[src/hw/rtl/rtch_pkg.sv]
// ----------------------------------------------------------------------------
// rtch_pkg
// Shared constants, command/status types and the MAC program for the
// closest-hit ray/triangle unit.
// ----------------------------------------------------------------------------
`default_nettype none

package rtch_pkg;

    localparam int FRAC_BITS = 16;
    localparam int IDX_BITS  = 16;
    localparam int COORD_W   = 32;
    localparam int DIR_W     = 18;
    localparam int EPS_W     = 16;
    localparam int DIST_W    = 31;
    localparam int DIFF_W    = COORD_W + 1;          // edges and origin offsets
    localparam int H_W       = 52;                   // dir x e2
    localparam int Q_W       = 68;                   // s x e1
    localparam int DET_W     = 88;                   // det, u, v numerators
    localparam int A_W       = 68;                   // wide MAC operand
    localparam int B_W       = 36;                   // narrow MAC operand, whole digits
    localparam int DIG_W     = 4;
    localparam int DIGITS    = B_W / DIG_W;
    localparam int ACC_W     = 104;                  // also holds the t numerator
    localparam int PROG_LEN  = 24;
    localparam int PC_W      = 5;
    localparam int CNT_W     = 5;
    localparam int SAT_SH    = DIST_W - FRAC_BITS;
    localparam int CFG_IDX_W = 3;
    localparam int CFG_DAT_W = 32;

    // configuration register indexes
    localparam logic [CFG_IDX_W-1:0] CFG_ORG_X = 3'd0;
    localparam logic [CFG_IDX_W-1:0] CFG_ORG_Y = 3'd1;
    localparam logic [CFG_IDX_W-1:0] CFG_ORG_Z = 3'd2;
    localparam logic [CFG_IDX_W-1:0] CFG_DIR_X = 3'd3;
    localparam logic [CFG_IDX_W-1:0] CFG_DIR_Y = 3'd4;
    localparam logic [CFG_IDX_W-1:0] CFG_DIR_Z = 3'd5;
    localparam logic [CFG_IDX_W-1:0] CFG_EPS   = 3'd6;

    // wide operand sources
    localparam logic [3:0] A_E2X = 4'd0;
    localparam logic [3:0] A_E2Y = 4'd1;
    localparam logic [3:0] A_E2Z = 4'd2;
    localparam logic [3:0] A_H0  = 4'd3;
    localparam logic [3:0] A_H1  = 4'd4;
    localparam logic [3:0] A_H2  = 4'd5;
    localparam logic [3:0] A_SX  = 4'd6;
    localparam logic [3:0] A_SY  = 4'd7;
    localparam logic [3:0] A_SZ  = 4'd8;
    localparam logic [3:0] A_Q0  = 4'd9;
    localparam logic [3:0] A_Q1  = 4'd10;
    localparam logic [3:0] A_Q2  = 4'd11;

    // narrow operand sources
    localparam logic [3:0] B_DX  = 4'd0;
    localparam logic [3:0] B_DY  = 4'd1;
    localparam logic [3:0] B_DZ  = 4'd2;
    localparam logic [3:0] B_E1X = 4'd3;
    localparam logic [3:0] B_E1Y = 4'd4;
    localparam logic [3:0] B_E1Z = 4'd5;
    localparam logic [3:0] B_SX  = 4'd6;
    localparam logic [3:0] B_SY  = 4'd7;
    localparam logic [3:0] B_SZ  = 4'd8;
    localparam logic [3:0] B_E2X = 4'd9;
    localparam logic [3:0] B_E2Y = 4'd10;
    localparam logic [3:0] B_E2Z = 4'd11;

    // result destinations
    localparam logic [3:0] DST_H0  = 4'd0;
    localparam logic [3:0] DST_H1  = 4'd1;
    localparam logic [3:0] DST_H2  = 4'd2;
    localparam logic [3:0] DST_DET = 4'd3;
    localparam logic [3:0] DST_UN  = 4'd4;
    localparam logic [3:0] DST_Q0  = 4'd5;
    localparam logic [3:0] DST_Q1  = 4'd6;
    localparam logic [3:0] DST_Q2  = 4'd7;
    localparam logic [3:0] DST_VN  = 4'd8;
    localparam logic [3:0] DST_TN  = 4'd9;

    typedef struct packed {
        logic [3:0] a_sel;
        logic [3:0] b_sel;
        logic       neg;
        logic       first;
        logic       last;
        logic [3:0] dst;
    } mac_op_t;

    typedef struct packed {
        logic            capture;
        logic            mac_load;
        logic            mac_step;
        logic            mac_last_step;
        logic [PC_W-1:0] pc;
        logic            norm;
        logic            test;
        logic            div_init;
        logic            div_step;
        logic            update;
        logic            coord;
        logic            emit;
    } ctrl_cmd_t;

    typedef struct packed {
        logic hit_go;
        logic is_last;
        logic out_busy;
    } dp_status_t;

    function automatic mac_op_t mk_op(input logic [3:0] a, input logic [3:0] b,
                                      input logic n, input logic f, input logic l,
                                      input logic [3:0] d);
        mac_op_t r;
        r.a_sel = a;
        r.b_sel = b;
        r.neg   = n;
        r.first = f;
        r.last  = l;
        r.dst   = d;
        return r;
    endfunction

    // h = dir x e2, det = e1.h, u = s.h, q = s x e1, v = dir.q, t = e2.q
    function automatic mac_op_t mac_prog(input logic [PC_W-1:0] pc);
        mac_op_t r;
        case (pc)
            5'd0:    r = mk_op(A_E2Z, B_DY,  1'b0, 1'b1, 1'b0, DST_H0);
            5'd1:    r = mk_op(A_E2Y, B_DZ,  1'b1, 1'b0, 1'b1, DST_H0);
            5'd2:    r = mk_op(A_E2X, B_DZ,  1'b0, 1'b1, 1'b0, DST_H1);
            5'd3:    r = mk_op(A_E2Z, B_DX,  1'b1, 1'b0, 1'b1, DST_H1);
            5'd4:    r = mk_op(A_E2Y, B_DX,  1'b0, 1'b1, 1'b0, DST_H2);
            5'd5:    r = mk_op(A_E2X, B_DY,  1'b1, 1'b0, 1'b1, DST_H2);
            5'd6:    r = mk_op(A_H0,  B_E1X, 1'b0, 1'b1, 1'b0, DST_DET);
            5'd7:    r = mk_op(A_H1,  B_E1Y, 1'b0, 1'b0, 1'b0, DST_DET);
            5'd8:    r = mk_op(A_H2,  B_E1Z, 1'b0, 1'b0, 1'b1, DST_DET);
            5'd9:    r = mk_op(A_H0,  B_SX,  1'b0, 1'b1, 1'b0, DST_UN);
            5'd10:   r = mk_op(A_H1,  B_SY,  1'b0, 1'b0, 1'b0, DST_UN);
            5'd11:   r = mk_op(A_H2,  B_SZ,  1'b0, 1'b0, 1'b1, DST_UN);
            5'd12:   r = mk_op(A_SY,  B_E1Z, 1'b0, 1'b1, 1'b0, DST_Q0);
            5'd13:   r = mk_op(A_SZ,  B_E1Y, 1'b1, 1'b0, 1'b1, DST_Q0);
            5'd14:   r = mk_op(A_SZ,  B_E1X, 1'b0, 1'b1, 1'b0, DST_Q1);
            5'd15:   r = mk_op(A_SX,  B_E1Z, 1'b1, 1'b0, 1'b1, DST_Q1);
            5'd16:   r = mk_op(A_SX,  B_E1Y, 1'b0, 1'b1, 1'b0, DST_Q2);
            5'd17:   r = mk_op(A_SY,  B_E1X, 1'b1, 1'b0, 1'b1, DST_Q2);
            5'd18:   r = mk_op(A_Q0,  B_DX,  1'b0, 1'b1, 1'b0, DST_VN);
            5'd19:   r = mk_op(A_Q1,  B_DY,  1'b0, 1'b0, 1'b0, DST_VN);
            5'd20:   r = mk_op(A_Q2,  B_DZ,  1'b0, 1'b0, 1'b1, DST_VN);
            5'd21:   r = mk_op(A_Q0,  B_E2X, 1'b0, 1'b1, 1'b0, DST_TN);
            5'd22:   r = mk_op(A_Q1,  B_E2Y, 1'b0, 1'b0, 1'b0, DST_TN);
            5'd23:   r = mk_op(A_Q2,  B_E2Z, 1'b0, 1'b0, 1'b1, DST_TN);
            default: r = mk_op(A_E2X, B_DX,  1'b0, 1'b0, 1'b0, DST_H0);
        endcase
        return r;
    endfunction

endpackage

`default_nettype wire

[src/hw/rtl/rtch_ctrl.sv]
// ----------------------------------------------------------------------------
// rtch_ctrl
// Sequencer: steps the shared MAC program, the divider and the emit phase.
// ----------------------------------------------------------------------------
`default_nettype none

module rtch_ctrl (
    input  wire logic                 clk,
    input  wire logic                 rst_n,
    input  wire logic                 in_valid,
    output logic                      in_ready,
    input  wire rtch_pkg::dp_status_t status,
    output rtch_pkg::ctrl_cmd_t       cmd
);

    localparam int PC_W  = rtch_pkg::PC_W;
    localparam int CNT_W = rtch_pkg::CNT_W;
    localparam logic [PC_W-1:0]  PC_END  = PC_W'(rtch_pkg::PROG_LEN - 1);
    localparam logic [CNT_W-1:0] DIG_END = CNT_W'(rtch_pkg::DIGITS - 1);
    localparam logic [CNT_W-1:0] DIV_END = CNT_W'(rtch_pkg::DIST_W - 1);

    typedef enum logic [9:0] {
        S_IDLE  = 10'b00_0000_0001,
        S_LOAD  = 10'b00_0000_0010,
        S_STEP  = 10'b00_0000_0100,
        S_NORM  = 10'b00_0000_1000,
        S_TEST  = 10'b00_0001_0000,
        S_DIV   = 10'b00_0010_0000,
        S_UPD   = 10'b00_0100_0000,
        S_COORD = 10'b00_1000_0000,
        S_EMIT  = 10'b01_0000_0000,
        S_DINIT = 10'b10_0000_0000
    } state_t;

    state_t           state_reg, state_next;
    logic [PC_W-1:0]  pc_reg, pc_next;
    logic [CNT_W-1:0] cnt_reg, cnt_next;

    always_ff @(posedge clk or negedge rst_n)
    begin
        if (!rst_n)
        begin
            state_reg <= S_IDLE;
            pc_reg    <= '0;
            cnt_reg   <= '0;
        end
        else
        begin
            state_reg <= state_next;
            pc_reg    <= pc_next;
            cnt_reg   <= cnt_next;
        end
    end

    always_comb
    begin
        state_next = state_reg;
        pc_next    = pc_reg;
        cnt_next   = cnt_reg;
        in_ready   = 1'b0;
        cmd        = '0;
        cmd.pc     = pc_reg;
        case (state_reg)
            S_IDLE:
            begin
                in_ready = 1'b1;
                if (in_valid)
                begin
                    cmd.capture = 1'b1;
                    pc_next     = '0;
                    state_next  = S_LOAD;
                end
            end
            S_LOAD:
            begin
                cmd.mac_load = 1'b1;
                cnt_next     = '0;
                state_next   = S_STEP;
            end
            S_STEP:
            begin
                cmd.mac_step = 1'b1;
                if (cnt_reg == DIG_END)
                begin
                    cmd.mac_last_step = 1'b1;
                    if (pc_reg == PC_END)
                        state_next = S_NORM;
                    else
                    begin
                        pc_next    = pc_reg + 1'b1;
                        state_next = S_LOAD;
                    end
                end
                else
                    cnt_next = cnt_reg + 1'b1;
            end
            S_NORM:
            begin
                cmd.norm   = 1'b1;
                state_next = S_TEST;
            end
            S_TEST:
            begin
                cmd.test   = 1'b1;
                state_next = status.hit_go ? S_DINIT : S_UPD;
            end
            S_DINIT:
            begin
                cmd.div_init = 1'b1;
                cnt_next     = '0;
                state_next   = S_DIV;
            end
            S_DIV:
            begin
                cmd.div_step = 1'b1;
                if (cnt_reg == DIV_END)
                    state_next = S_UPD;
                else
                    cnt_next = cnt_reg + 1'b1;
            end
            S_UPD:
            begin
                cmd.update = 1'b1;
                state_next = status.is_last ? S_COORD : S_IDLE;
            end
            S_COORD:
            begin
                cmd.coord  = 1'b1;
                state_next = S_EMIT;
            end
            S_EMIT:
            begin
                if (!status.out_busy)
                begin
                    cmd.emit   = 1'b1;
                    state_next = S_IDLE;
                end
            end
            default:
            begin
                state_next = S_IDLE;
            end
        endcase
    end

endmodule

`default_nettype wire

[config.mk]
export PLATFORM = sky130hd
export DESIGN_NAME = rtch_ctrl
export DESIGN_NICKNAME = d
export VERILOG_FILES = /design/src/hw/rtl/rtch_pkg.sv /design/src/hw/rtl/rtch_ctrl.sv
export SDC_FILE = /design/constraint.sdc
export NUM_CORES = 1
export LEC_CHECK = 0
export ABC_AREA = 1
export BUFFER_PORTS_ARGS = -buffer_cell sky130_fd_sc_hd__buf_2
export CAP_MARGIN = 30
export CORE_MARGIN = 4
export CORE_UTILIZATION = 53
export CTS_BUF_LIST = sky130_fd_sc_hd__clkbuf_8
export DETAILED_ROUTE_END_ITERATION = 7
export GPL_TIMING_DRIVEN = 1
export PLACE_DENSITY = 0.78
export SYNTH_ARGS = -nofsm -noshare
export SYNTH_HDL_FRONTEND = slang
export SYNTH_SLANG_ARGS = --single-unit
[constraint.sdc]
create_clock -name clk -period 1.3 [get_ports clk]
set_input_delay 0.065 -clock clk [delete_from_list [all_inputs] [get_ports clk]]
set_output_delay 0.065 -clock clk [all_outputs]
set_load 0.02 [all_outputs]
==> results by group, run 1 <==
Floorplanning
  • Die H: 60.1 um
  • Die X: 60.1 um
  • FP Rows: 18
  • # IOs: 23
  • Initial Utilization: 57.0%

Logic synthesis
  • #FFs+latches synth: 20
  • Biggest area consumer among synthesized cells: dfrtp_1
  • Yosys cell types: 27
  • Synthesized area per cell: 6.95 um2
  • Ys flop type: dfrtp_1
  • Asr flop ratio synth: 100%
  • Post-synth top cells: nand2_1, nor2_1, inv_1
  • Number of synthesized flops with an enable pin: 0
  • Synthesized cell area: 1440 um2
  • YS warnings: 0
  • Register area share after synthesis: 34.9%
  • Cells after Synth: 207
  • Count leader, synth: nand2_1
  • Top cells by area, synth: dfrtp_1, nand2_1, nor2_1
  • Syn_nets: 217
  • Synth top area share: 33.0%

Clock tree
  • Clk root buf: clkbuf_8
  • Clock sink count: 20
  • Inserted Clock Buffers: 3
  • H-tree depth: 1
  • Largest buffer count on any clock path: 2

Place
  • PortBufs: 22
  • Detailed placement HPWL: 2900 um
  • Place WS: -0.247 ns
  • GPL Wtd Cong: 0.871

Timing
  • Worst EP kind: register data pin
  • Worst_ep grt: state_reg[3]$_DFFE_PN0P_/D

Run status
  • First Err: [ERROR DPL-0033] detailed placement checks failed during check placement.
  • Outcome: did not finish
  • Fail Step: global routing

Global route
  • Number of antenna violations at the first check in global routing: 0
  • Largest net degree at the start of global routing: 21
## timing repair
item | 4_1_cts
cloned | 1
pin swaps | 17
resized for setup | 50
setup endpoints to repair | 30
hold endpoints to repair | 19
hold buffers | 1
setup buffers | 9
## through the flow
stage | cells | cell area [um2] | TNS, ns
after global placement | 298 | 1950 | -2.75
after CTS | 313 | 2290 | -6.15
after floorplan | 207 | 1510 | -1.72
after detailed placement | 298 | 1950 | -3.34
## cells by family after synthesis
| logic type | share of synthesized area, % |
|---|---|
| simple gates | 44.3 |
| buf+inv | 10.0 |
| flops | 34.9 |
| compound gates | 4.87 |
| xor+xnor | 2.43 |
| fa+ha+maj | 3.48 |
==> run 2: changes to the inputs <==
CORE_AREA = 4 4 65 67   (was default)
CORE_MARGIN = default   (was 4)
CORE_UTILIZATION = default   (was 53)
CTS_BUF_LIST = default   (was sky130_fd_sc_hd__clkbuf_8)
DIE_AREA = 0 0 69 71   (was default)
PLACE_DENSITY = default   (was 0.78)
PLACE_DENSITY_LB_ADDON = 0.15   (was default)
clock period = 1.7 ns   (was 1.3 ns; I/O delays follow)
==> run 2 against run 1 <==
Net effect:
- the run now ends clean
- synthesized cell count stayed put
- synthesized area stayed put
==> results by group, run 2 <==
Run status
  • Outcome: finished clean

Global route
  • First-pass GRT wire length: 5310 um
  • Number of antenna violations at the first check in global routing: 0
  • Vias in the first global route: 1206
  • Largest net degree at the start of global routing: 21
  • Total GRT Usage: 13.1%
  • Gr ovfl total: 0

Clock tree
  • Reg clk slew, reported paths: 0.07 ns
  • Clock latency on the worst-skew pair: 0.25 ns
  • Inserted Clock Buffers: 3 (unchanged)
  • Clock sink count: 20 (unchanged)
  • Largest buffer count on any clock path: 2 (unchanged)
  • Clk root buf: clkbuf_8
  • CTS tree: built
  • H-tree depth: 1 (unchanged)

Power
  • Worst VDD drop: 687 uV
  • Logic pwr share: 52.2%
  • Leak: 1.01 nW
  • Tot Pwr: 2.20 mW
  • Reg power frac: 31.5%
  • Int Power: 1.18 mW
  • Sw frac: 46.7%
  • P per Cell Area: 1260 nW/um2
  • Sw power: 1.03 mW
  • Clock power share: 16.3%

Detailed routing
  • Drt via density: 4.55
  • Vias: 1310
  • # DRC: 0
  • Wirelength, routed: 3210 um
  • Post-route ant nets: 0
  • WL per Instance: 11.1 um
  • Initial drt markers: 89
  • DR pass1 iterations: 4

Floorplanning
  • Die X: 69 um (+15%)
  • # IOs: 23 (unchanged)
  • Core Area: 3630 um2
  • FP Rows: 22 (+4)
  • Initial Utilization: 39.6% (-17 points)
  • Die area: 4900 um2
  • Die H: 71 um (+18%)

Place
  • GPL Wtd Cong: 0.830 (-4.7%)
  • Detailed placement HPWL: 2490 um (-14%)
  • PortBufs: 22 (unchanged)
  • Place WS: 0.100 ns (+0.347 ns)

Logic synthesis
  • #FFs+latches synth: 20 (unchanged)
  • Number of synthesized flops with an enable pin: 0 (unchanged)
  • Yosys cell types: 27 (unchanged)
  • Count leader, synth: nand2_1
  • Cells after Synth: 207 (unchanged)
  • Register area share after synthesis: 34.9% (unchanged)
  • YS warnings: 0 (unchanged)
  • Ys flop type: dfrtp_1
  • Synth top area share: 33.0% (unchanged)
  • Post-synth top cells: nand2_1, nor2_1, inv_1
  • Synthesized cell area: 1440 um2 (unchanged)
  • Biggest area consumer among synthesized cells: dfrtp_1
  • Syn_nets: 217 (unchanged)
  • Synthesized area per cell: 6.95 um2 (unchanged)
  • Asr flop ratio synth: 100% (unchanged)
  • Top cells by area, synth: dfrtp_1, nand2_1, nor2_1

Timing
  • Slew Limit Fails: 0
  • Setup-failing EPs final: 0
  • Min Hold Slack: 0.0436 ns
  • Fin worst setup slack: 0.0839 ns
  • Post-route minimum period: 1.62 ns
  • Final worst path period share: 95.1%
  • Setup TNS: 0 ns
  • Setup Skew: 0.00202 ns
  • Pin slew with the least headroom to its limit: 0.474 ns
  • Hold Fails Final Rpt: 0
  • Fmax: 619 MHz
  • Slew Limit Headroom: 68.4%

Layout
  • # diodes: 0
  • Final nets: 251
  • Most frequent cells in the layout: nand2_1, nor2_1, inv_1
  • Synth-to-layout area growth: 21.5%
  • Commonest non-fill, non-tap cell in the layout: nand2_1
  • Fill count: 399
  • Max reg flops: 10
  • Share of cells above drive strength 1: 26.3%

Critical path
  • Crit start category: flip-flop
  • Slowest CP cell: dfrtp_2
  • Crit path max fanout: 7
  • CP Class: reg -> out
  • CP endpoint kind: primary output
  • Worst EP required: 1.62 ns
  • R2r setup slk: 0.11 ns
  • Crit path cell chain: nor2_4 > buf_4 > nand2_2 > nor4_1 > buf_2
  • Slowest Stage Delay on Critical Path: 0.44 ns
  • Crit path DAT: 1.53 ns

Hold path
  • Worst hold path class: in -> reg

Flow run
  • # Max-Cap Violations: 0
[run 2: cell families after synthesis]
group	Yosys count	synth area share, %
buffers and inverters	37	10.0
AO/OA/AOI/OAI	13	4.87
AND/OR/NAND/NOR	129	44.3
flip-flops	20	34.9
XOR/XNOR	4	2.43
adder cells (fa/ha/maj)	4	3.48
[run 2: per-stage QoR]
stage	cell area [um2]	cells	utilization [%]
final	1750	288	48.1
after CTS	1680	283	46.3
after floorplan	1440	207	-
after global placement	1620	278	44.5
after global routing	1750	288	48.1
after detailed placement	1620	278	44.5
[run 2: repair_timing]
action | CTS | global route
hold buffers | 1 | 0
setup buffers | 0 | 5
pin swaps | 1 | 3
gates resized for setup | 0 | 7
endpoints found under the hold margin | 19 | 0
gates cloned | 0 | 0
endpoints found under the setup margin | 1 | 13
[run 2: layer usage]
| metal | vias up | track usage, % | routed length (um) |
|---|---|---|---|
| li1 | 702 | - | - |
| met1 | 584 | 17.4 | 1510 |
| met2 | 20 | 21.5 | 1560 |
| met3 | 4 | 2.41 | 99 |
| met4 | 0 | 3.90 | 38 |
| met5 | - | 0 | 0 |
[run 2: critical path: cells and delay by family, from the launching register on]
kind	cells	cell delay (ns)
AND/OR/NAND/NOR	3	0.48
flip-flops	1	0.44
buffers and inverters	2	0.35
[run 2: path summary, 6_finish.rpt]
kind | from | end | cells after the start
max reg2reg | state_reg[8] | cnt_reg[3] | 11
min | status[2] | state_reg[9] | 3
max | state_reg[8] | cmd[6] | 5
min in group asynchronous | rst_n | state_reg[9] | 2
min reg2reg | state_reg[2] | state_reg[4] | 1
max in group asynchronous | rst_n | state_reg[0] | 2
[run 2: power by group through the flow]
stage / sequential (mW) / clock (mW) / combinational, mW
floorplan: 0.691 / 0 / 0.864
global placement: 0.689 / 0 / 1.13
detailed placement: 0.689 / 0 / 1.13
CTS: 0.681 / 0.373 / 1.14
global route: 0.708 / 0.398 / 1.32
finish: 0.694 / 0.360 / 1.15
[run 2: layout make-up]
| cell class | count | area [um2] | share of cell area (%) |
|---|---|---|---|
| Inverter | 37 | 144 | 8.23 |
| Clock buffer | 4 | 55.1 | 3.15 |
| Tap cell | 48 | 60.1 | 3.44 |
| Sequential cell | 20 | 503 | 28.8 |
| Timing Repair Buffer | 29 | 168 | 9.59 |
| Multi-Input combinational cell | 150 | 818 | 46.8 |
(Power assumes the default switching activity.)
==> run 3: changes to the inputs <==
RECOVER_POWER = 25   (was default)
==> run 3 against run 2 <==
Net effect:
- non-clock buffer count is the same
- register-to-register slack barely moved
- maximum frequency hardly changed
- final area about the same
- power about the same
- global-route usage unchanged
- critical path depth unchanged
- combinational power is essentially flat
- worst hold slack unchanged
- sequential power is essentially flat
- cell count is the same
==> results by group, run 3 (synthesis results as in run 2) <==
Layout
  • Fin util: 48.1% (about the same)
  • Share of cells above drive strength 1: 25.8% (-0.42 points)
  • Fill count: 399 (unchanged)
  • Reg area: 503 um2 (unchanged)
  • Final nets: 251 (unchanged)
  • # diodes: 0 (unchanged)
  • Synth-to-layout area growth: 21.4% (about the same)
  • Max reg flops: 10 (unchanged)
  • Area occupied by multi-input gates: 818 um2 (unchanged)
  • Commonest non-fill, non-tap cell in the layout: nand2_1
  • Most frequent cells in the layout: nand2_1, nor2_1, inv_1

Detailed routing
  • Post-route ant nets: 0 (unchanged)
  • Max Used Layer: met4
  • Met3 Routed Length: 102 um (+3.0%)
  • Initial drt markers: 89 (unchanged)
  • WL per Instance: 11.1 um (-0.19%)
  • DR pass1 iterations: 4 (unchanged)
  • Wirelength, routed: 3200 um (-0.19%)
  • Drt via density: 4.53 (-0.46%)
  • Wl on met1: 1510 um (-0.59%)
  • WL met2: 1560 um (about the same)
  • Vias: 1304 (-0.46%)
  • # DRC: 0 (unchanged)

Clock tree
  • Clock latency on the worst-skew pair: 0.25 ns (about the same)
  • Largest buffer count on any clock path: 2 (unchanged)
  • CTS tree: built
  • Reg clk slew, reported paths: 0.07 ns (about the same)
  • Inserted Clock Buffers: 3 (unchanged)
  • H-tree depth: 1 (unchanged)
  • Clk root buf: clkbuf_8
  • Clock sink count: 20 (unchanged)

Critical path
  • WP buf/inv: 2 (unchanged)
  • Crit path cell chain: nor2_4 > buf_4 > nand2_2 > nor4_1 > buf_2
  • Cell family with most CP delay: simple AND/OR/NAND/NOR gates
  • Crit start category: flip-flop
  • Worst EP required: 1.62 ns (about the same)
  • Reg2Reg Depth: 11 (unchanged)
  • Crit path DAT: 1.53 ns (about the same)
  • Crit path max fanout: 7 (unchanged)
  • CP endpoint kind: primary output
  • Slowest CP cell: dfrtp_2
  • Slowest Stage Delay on Critical Path: 0.44 ns (about the same)
  • Critical path depth in cells: 5 (unchanged)
  • CP Class: reg -> out

Global route
  • Gr ovfl total: 0 (unchanged)
  • Vias in the first global route: 1206 (unchanged)
  • Largest net degree at the start of global routing: 21 (unchanged)
  • First-pass GRT wire length: 5310 um (unchanged)
  • Number of antenna violations at the first check in global routing: 0 (unchanged)
  • Total GRT Usage: 13.1% (unchanged)

Power
  • Worst VDD drop: 687 uV (about the same)
  • Leak: 1.01 nW (-0.27%)
  • P per Cell Area: 1260 nW/um2 (about the same)

Floorplanning
  • Die H: 71 um (unchanged)
  • # IOs: 23 (unchanged)
  • Initial Utilization: 39.6% (unchanged)
  • FP Rows: 22 (unchanged)
  • Core Area: 3630 um2 (unchanged)
  • Die X: 69 um (unchanged)
  • Die area: 4900 um2 (unchanged)

Timing
  • Pin slew with the least headroom to its limit: 1.13 ns (+0.660 ns)
  • Final worst path period share: 95.0% (about the same)
  • Slew Limit Headroom: 24.4% (-44 points)
  • Hold Fails Final Rpt: 0 (unchanged)
  • Slew Limit Fails: 0 (unchanged)
  • Setup-failing EPs final: 0 (unchanged)
  • Fin worst setup slack: 0.0848 ns (+0.000911 ns)
  • Fmax: 619 MHz (about the same)
  • Setup Skew: 0.00207 ns (+0.0000514 ns)
  • Post-route minimum period: 1.62 ns (-0.000911 ns)

Place
  • GPL Wtd Cong: 0.830 (unchanged)
  • Place WS: 0.100 ns (unchanged)
  • Detailed placement HPWL: 2490 um (unchanged)
  • PortBufs: 22 (unchanged)

Run status
  • Outcome: finished clean

Flow run
  • # Max-Cap Violations: 0 (unchanged)

Hold path
  • Hold Path Depth: 3 (unchanged)
  • Worst hold path class: in -> reg
-- run 3: final timing paths --
path	startpoint	end	slack, ns
max in group asynchronous	rst_n	state_reg[8]	0.38
max	state_reg[8]	cmd[6]	0.08
min reg2reg	state_reg[2]	state_reg[4]	0.53
min	status[2]	state_reg[9]	0.04
min in group asynchronous	rst_n	state_reg[9]	0.57
max reg2reg	state_reg[8]	cnt_reg[3]	0.12
-- run 3: layer usage --
metal | up-vias | track usage (%)
met5 | - | 0
met4 | 0 | 3.90
met3 | 4 | 2.41
met2 | 18 | 21.5
met1 | 579 | 17.4
li1 | 703 | -
-- run 3: worst min-delay path, delay by kind of cell --
kind | cells | cell delay (ns)
buf+inv | 2 | 0.14
simple gates | 1 | 0.03
-- run 3: final cells by class --
class / instances / area share [%]
clock buffer: 4 / 3.15
tap: 48 / 3.44
inverter: 37 / 8.24
timing repair buffer: 29 / 9.53
sequential: 20 / 28.8
multi-input combinational: 150 / 46.8
-- run 3: power breakdown --
group | total [mW] | switching, mW | internal, mW
logic | 1.15 | 0.764 | 0.386
clock network | 0.360 | 0.154 | 0.206
registers | 0.693 | 0.109 | 0.584
total | 2.20 | 1.03 | 1.18
-- run 3: what timing repair did --
item	in CTS	in global routing
pin swaps	1	3
gates resized for setup	0	7
endpoints found under the setup margin	1	13
endpoints found under the hold margin	19	0
setup buffers	0	5
hold buffers	1	0
-- run 3: metrics by stage --
| stage | total power, mW | std cells | area, um2 | hold WS [ns] | setup TNS [ns] |
|---|---|---|---|---|---|
| final | 2.20 | 288 | 1750 | 0.0436 | 0 |
| after CTS | 2.19 | 283 | 1680 | 0.0372 | 0 |
| after global routing | 2.42 | 288 | 1750 | 0.0586 | -0.0346 |
| after floorplan | 1.56 | 207 | 1440 | -0.211 | 0 |
| after detailed placement | 1.82 | 278 | 1620 | 0.0651 | 0 |
| after global placement | 1.82 | 278 | 1620 | 0.0756 | 0 |
==> run 4: changes to the inputs <==
ABC_AREA = default   (was 1)
CAP_MARGIN = default   (was 30)
TNS_END_PERCENT = 10   (was default)
==> run 4 against run 3 <==
Net effect:
- the run now ends with negative setup slack left
- clock power shrank 7.5%
- sequential share of layout area down 2.8 points
- sequential cell count did not move
- final area increased by 11%
- worst hold slack gained 0.0010 ns
- largest cell class unchanged
- power grew 3.7%
- clock skew rose by 0.0038 ns
- cell count fell by 15%
- synthesized cell count decreased by 32%
- maximum frequency is 22% lower
- first-iteration DRC count is 53% lower
- critical endpoint is now cmd[13]
- synthesized area is 13% lower
==> results by group, run 4 <==
Clock tree
  • H-tree depth: 1 (unchanged)
  • Reg clk slew, reported paths: 0.07 ns (about the same)
  • Clock latency on the worst-skew pair: 0.26 ns (about the same)
  • CTS tree: built
  • Clk root buf: clkbuf_8
  • Largest buffer count on any clock path: 2 (unchanged)
  • Clock sink count: 20 (unchanged)
  • Inserted Clock Buffers: 3 (unchanged)

Layout
  • Final nets: 208 (-17%)
  • Synth-to-layout area growth: 53.8%
  • Share of cells above drive strength 1: 45.2% (+19 points)
  • # diodes: 0 (unchanged)
  • Max reg flops: 10 (unchanged)
  • Commonest non-fill, non-tap cell in the layout: buf_4
  • Area occupied by multi-input gates: 841 um2 (+2.8%)
  • Most frequent cells in the layout: buf_4, dfrtp_1, nor2_1
  • Reg area: 502 um2 (-0.25%)
  • Fill count: 372 (-6.8%)

Detailed routing
  • Vias: 1284 (-1.5%)
  • Drt via density: 5.24 (+16%)
  • WL per Instance: 14.8 um (+33%)
  • DR pass1 iterations: 4 (unchanged)
  • # DRC: 0 (unchanged)
  • Initial drt markers: 42 (-53%)
  • Post-route ant nets: 0 (unchanged)
  • Wirelength, routed: 3620 um (+13%)

Logic synthesis
  • Biggest area consumer among synthesized cells: dfrtp_1
  • Register area share after synthesis: 40.0% (+5.1 points)
  • Asr flop ratio synth: 100% (unchanged)
  • Top cells by area, synth: dfrtp_1, nor2_1, ha_1
  • Ys flop type: dfrtp_1
  • Synthesized area per cell: 8.90 um2 (+28%)
  • Yosys cell types: 39 (+44%)
  • Synth top area share: 37.9% (+4.8 points)
  • Post-synth top cells: dfrtp_1, nor2_1, nand2_1
  • Number of synthesized flops with an enable pin: 0 (unchanged)
  • Synthesized cell area: 1250 um2 (-13%)
  • Cells after Synth: 141 (-32%)
  • Count leader, synth: dfrtp_1
  • Syn_nets: 151 (-30%)
  • #FFs+latches synth: 20 (unchanged)
  • YS warnings: 0 (unchanged)

Global route
  • Vias in the first global route: 1351 (+12%)
  • Total GRT Usage: 15.3% (+2.2 points)
  • Busiest grt layer: met2
  • First-pass GRT wire length: 6170 um (+16%)
  • Number of antenna violations at the first check in global routing: 0 (unchanged)
  • Met1 Use GR: 19.7% (+2.2 points)
  • Met2 usage: 27.6% (+6.1 points)
  • Gr ovfl total: 0 (unchanged)
  • Largest net degree at the start of global routing: 21 (unchanged)
  • GR Util met3: 1.56% (-0.85 points)

Floorplanning
  • Die H: 71 um (unchanged)
  • # IOs: 23 (unchanged)
  • Initial Utilization: 34.5% (-5.1 points)
  • Core Area: 3630 um2 (unchanged)
  • FP Rows: 22 (unchanged)
  • Die X: 69 um (unchanged)
  • Die area: 4900 um2 (unchanged)

Run status
  • Outcome: finished, violations left
  • Violated checks: negative setup slack

Critical path
  • Slowest CP cell: or4_4
  • Reg2reg start: state_reg[0]
  • Start point of the critical path: state_reg[6]
  • Crit path DAT: 2.00 ns (+0.47 ns)
  • CP endpoint kind: primary output
  • Crit path cell chain: or4_4 > or3_4 > buf_4 > inv_2 > buf_6
  • Crit start category: flip-flop
  • Crit path max fanout: 5 (-2)
  • Worst EP required: 1.62 ns (about the same)
  • CP Class: reg -> out
  • Slowest Stage Delay on Critical Path: 0.59 ns (+0.15 ns)

Timing
  • Setup Skew: 0.00582 ns (+0.00376 ns)
  • Post-route minimum period: 2.08 ns (+0.467 ns)
  • Fmax: 480 MHz (-22%)
  • Hold Fails Final Rpt: 0 (unchanged)
  • Min Hold Slack: 0.0446 ns (+0.00101 ns)
  • Fin worst setup slack: -0.382 ns (-0.467 ns)
  • Slew Limit Fails: 0 (unchanged)
  • Unrepaired setup endpoints after global routing: yes
  • Pin slew with the least headroom to its limit: 1.15 ns (+0.0147 ns)
  • Setup-failing EPs final: 28 (+28)
  • Final worst path period share: 122% (+27 points)
  • Slew Limit Headroom: 23.4% (-0.98 points)

Flow run
  • # Max-Cap Violations: 0 (unchanged)

Place
  • Place WS: -0.525 ns (-0.625 ns)
  • PortBufs: 22 (unchanged)
  • GPL Wtd Cong: 0.843 (+1.5%)
  • Detailed placement HPWL: 2720 um (+9.2%)

Hold path
  • Startpoint of the worst hold path: status[2]
  • Worst hold path class: in -> reg

Power
  • Clock power share: 14.6% (-1.7 points)
  • Reg power frac: 26.3% (-5.2 points)
  • Sw frac: 39.7% (-6.9 points)
  • Logic pwr share: 59.1% (+6.9 points)
  • Sw power: 0.907 mW (-12%)
  • Leak: 0.933 nW (-7.8%)
  • Worst VDD drop: 564 uV (-18%)
  • Int Power: 1.38 mW (+17%)
  • P per Cell Area: 1180 nW/um2 (-6.2%)
-- run 4: changes by cell type after synthesis, sizes merged, moves of 6 or more --
| cell | before | now |
|---|---|---|
| nand3 | 13 | 6 |
| inv | 36 | 6 |
| nor4b | 0 | 6 |
| nand2b | 0 | 6 |
| nand2 | 58 | 9 |
| nor2 | 43 | 17 |
-- run 4: layout make-up --
class | instances | area share, %
Clock buffer | 4 | 2.33
Inverter | 6 | 1.17
Multi-Input combinational cell | 108 | 43.6
Sequential cell | 20 | 26.0
Tap cell | 48 | 3.11
Timing Repair Buffer | 59 | 23.8
-- run 4: power groups by stage --
stage          clock (mW)  combinational (mW)  sequential [mW]
3_3_place_gp            0                1.01            0.607
2_1_floorplan           0               0.610            0.636
6_report            0.333                1.35            0.601
4_1_cts             0.341                1.22            0.602
5_1_grt             0.356                1.47            0.613
3_5_place_dp            0                1.02            0.610
-- run 4: critical path: cells and delay by family, from the launching register on --
| family | cells | cell delay, ns |
|---|---|---|
| buffers and inverters | 3 | 0.33 |
| and+or+nand+nor | 2 | 1.01 |
| DFF | 1 | 0.41 |
-- run 4: metal layers --
layer / routed length, um / vias up
met3: 110 / 7
li1: - / 617
met2: 1810 / 29
met1: 1660 / 631
met5: 0 / -
met4: 40 / 0
-- run 4: cells by family after synthesis --
family	synth area share [%]
AO/OA/AOI/OAI	10.5
XOR/XNOR	3.49
adder cells (fa/ha/maj)	3.99
buffers and inverters	4.59
flip-flops	40.0
multiplexers	1.60
AND/OR/NAND/NOR	35.9
-- run 4: what timing repair did --
item | 4_1_cts | 5_1_grt
pin swaps | 13 | 7
hold buffers | 1 | 0
setup endpoints to repair | 30 | 31
setup buffers | 6 | 0
resized for setup | 34 | 24
cloned | 0 | 0
endpoints found under the hold margin | 19 | 0
-- run 4: final timing paths --
check / end / slack (ns) / cells after the start
min in group asynchronous: cnt_reg[0] / 0.57 / 2
max in group asynchronous: state_reg[8] / 0.45 / 2
worst min register to register: cnt_reg[4] / 0.52 / 1
worst min-delay path: state_reg[9] / 0.04 / 2
worst max-delay path: cmd[13] / -0.38 / 5
worst max register to register: pc_reg[4] / -0.37 / 7
-- run 4: per-stage QoR --
step / utilization [%] / power [mW] / setup TNS [ns] / area (um2) / std cells
CTS: 50.5 / 2.16 / -7.34 / 1840 / 245
floorplan: - / 1.25 / -8.31 / 1300 / 141
finish: 53.1 / 2.28 / -7.44 / 1930 / 245
global placement: 44.8 / 1.62 / -7.20 / 1630 / 234
global route: 53.1 / 2.44 / -9.20 / 1930 / 245
detailed placement: 44.8 / 1.63 / -8.06 / 1630 / 234
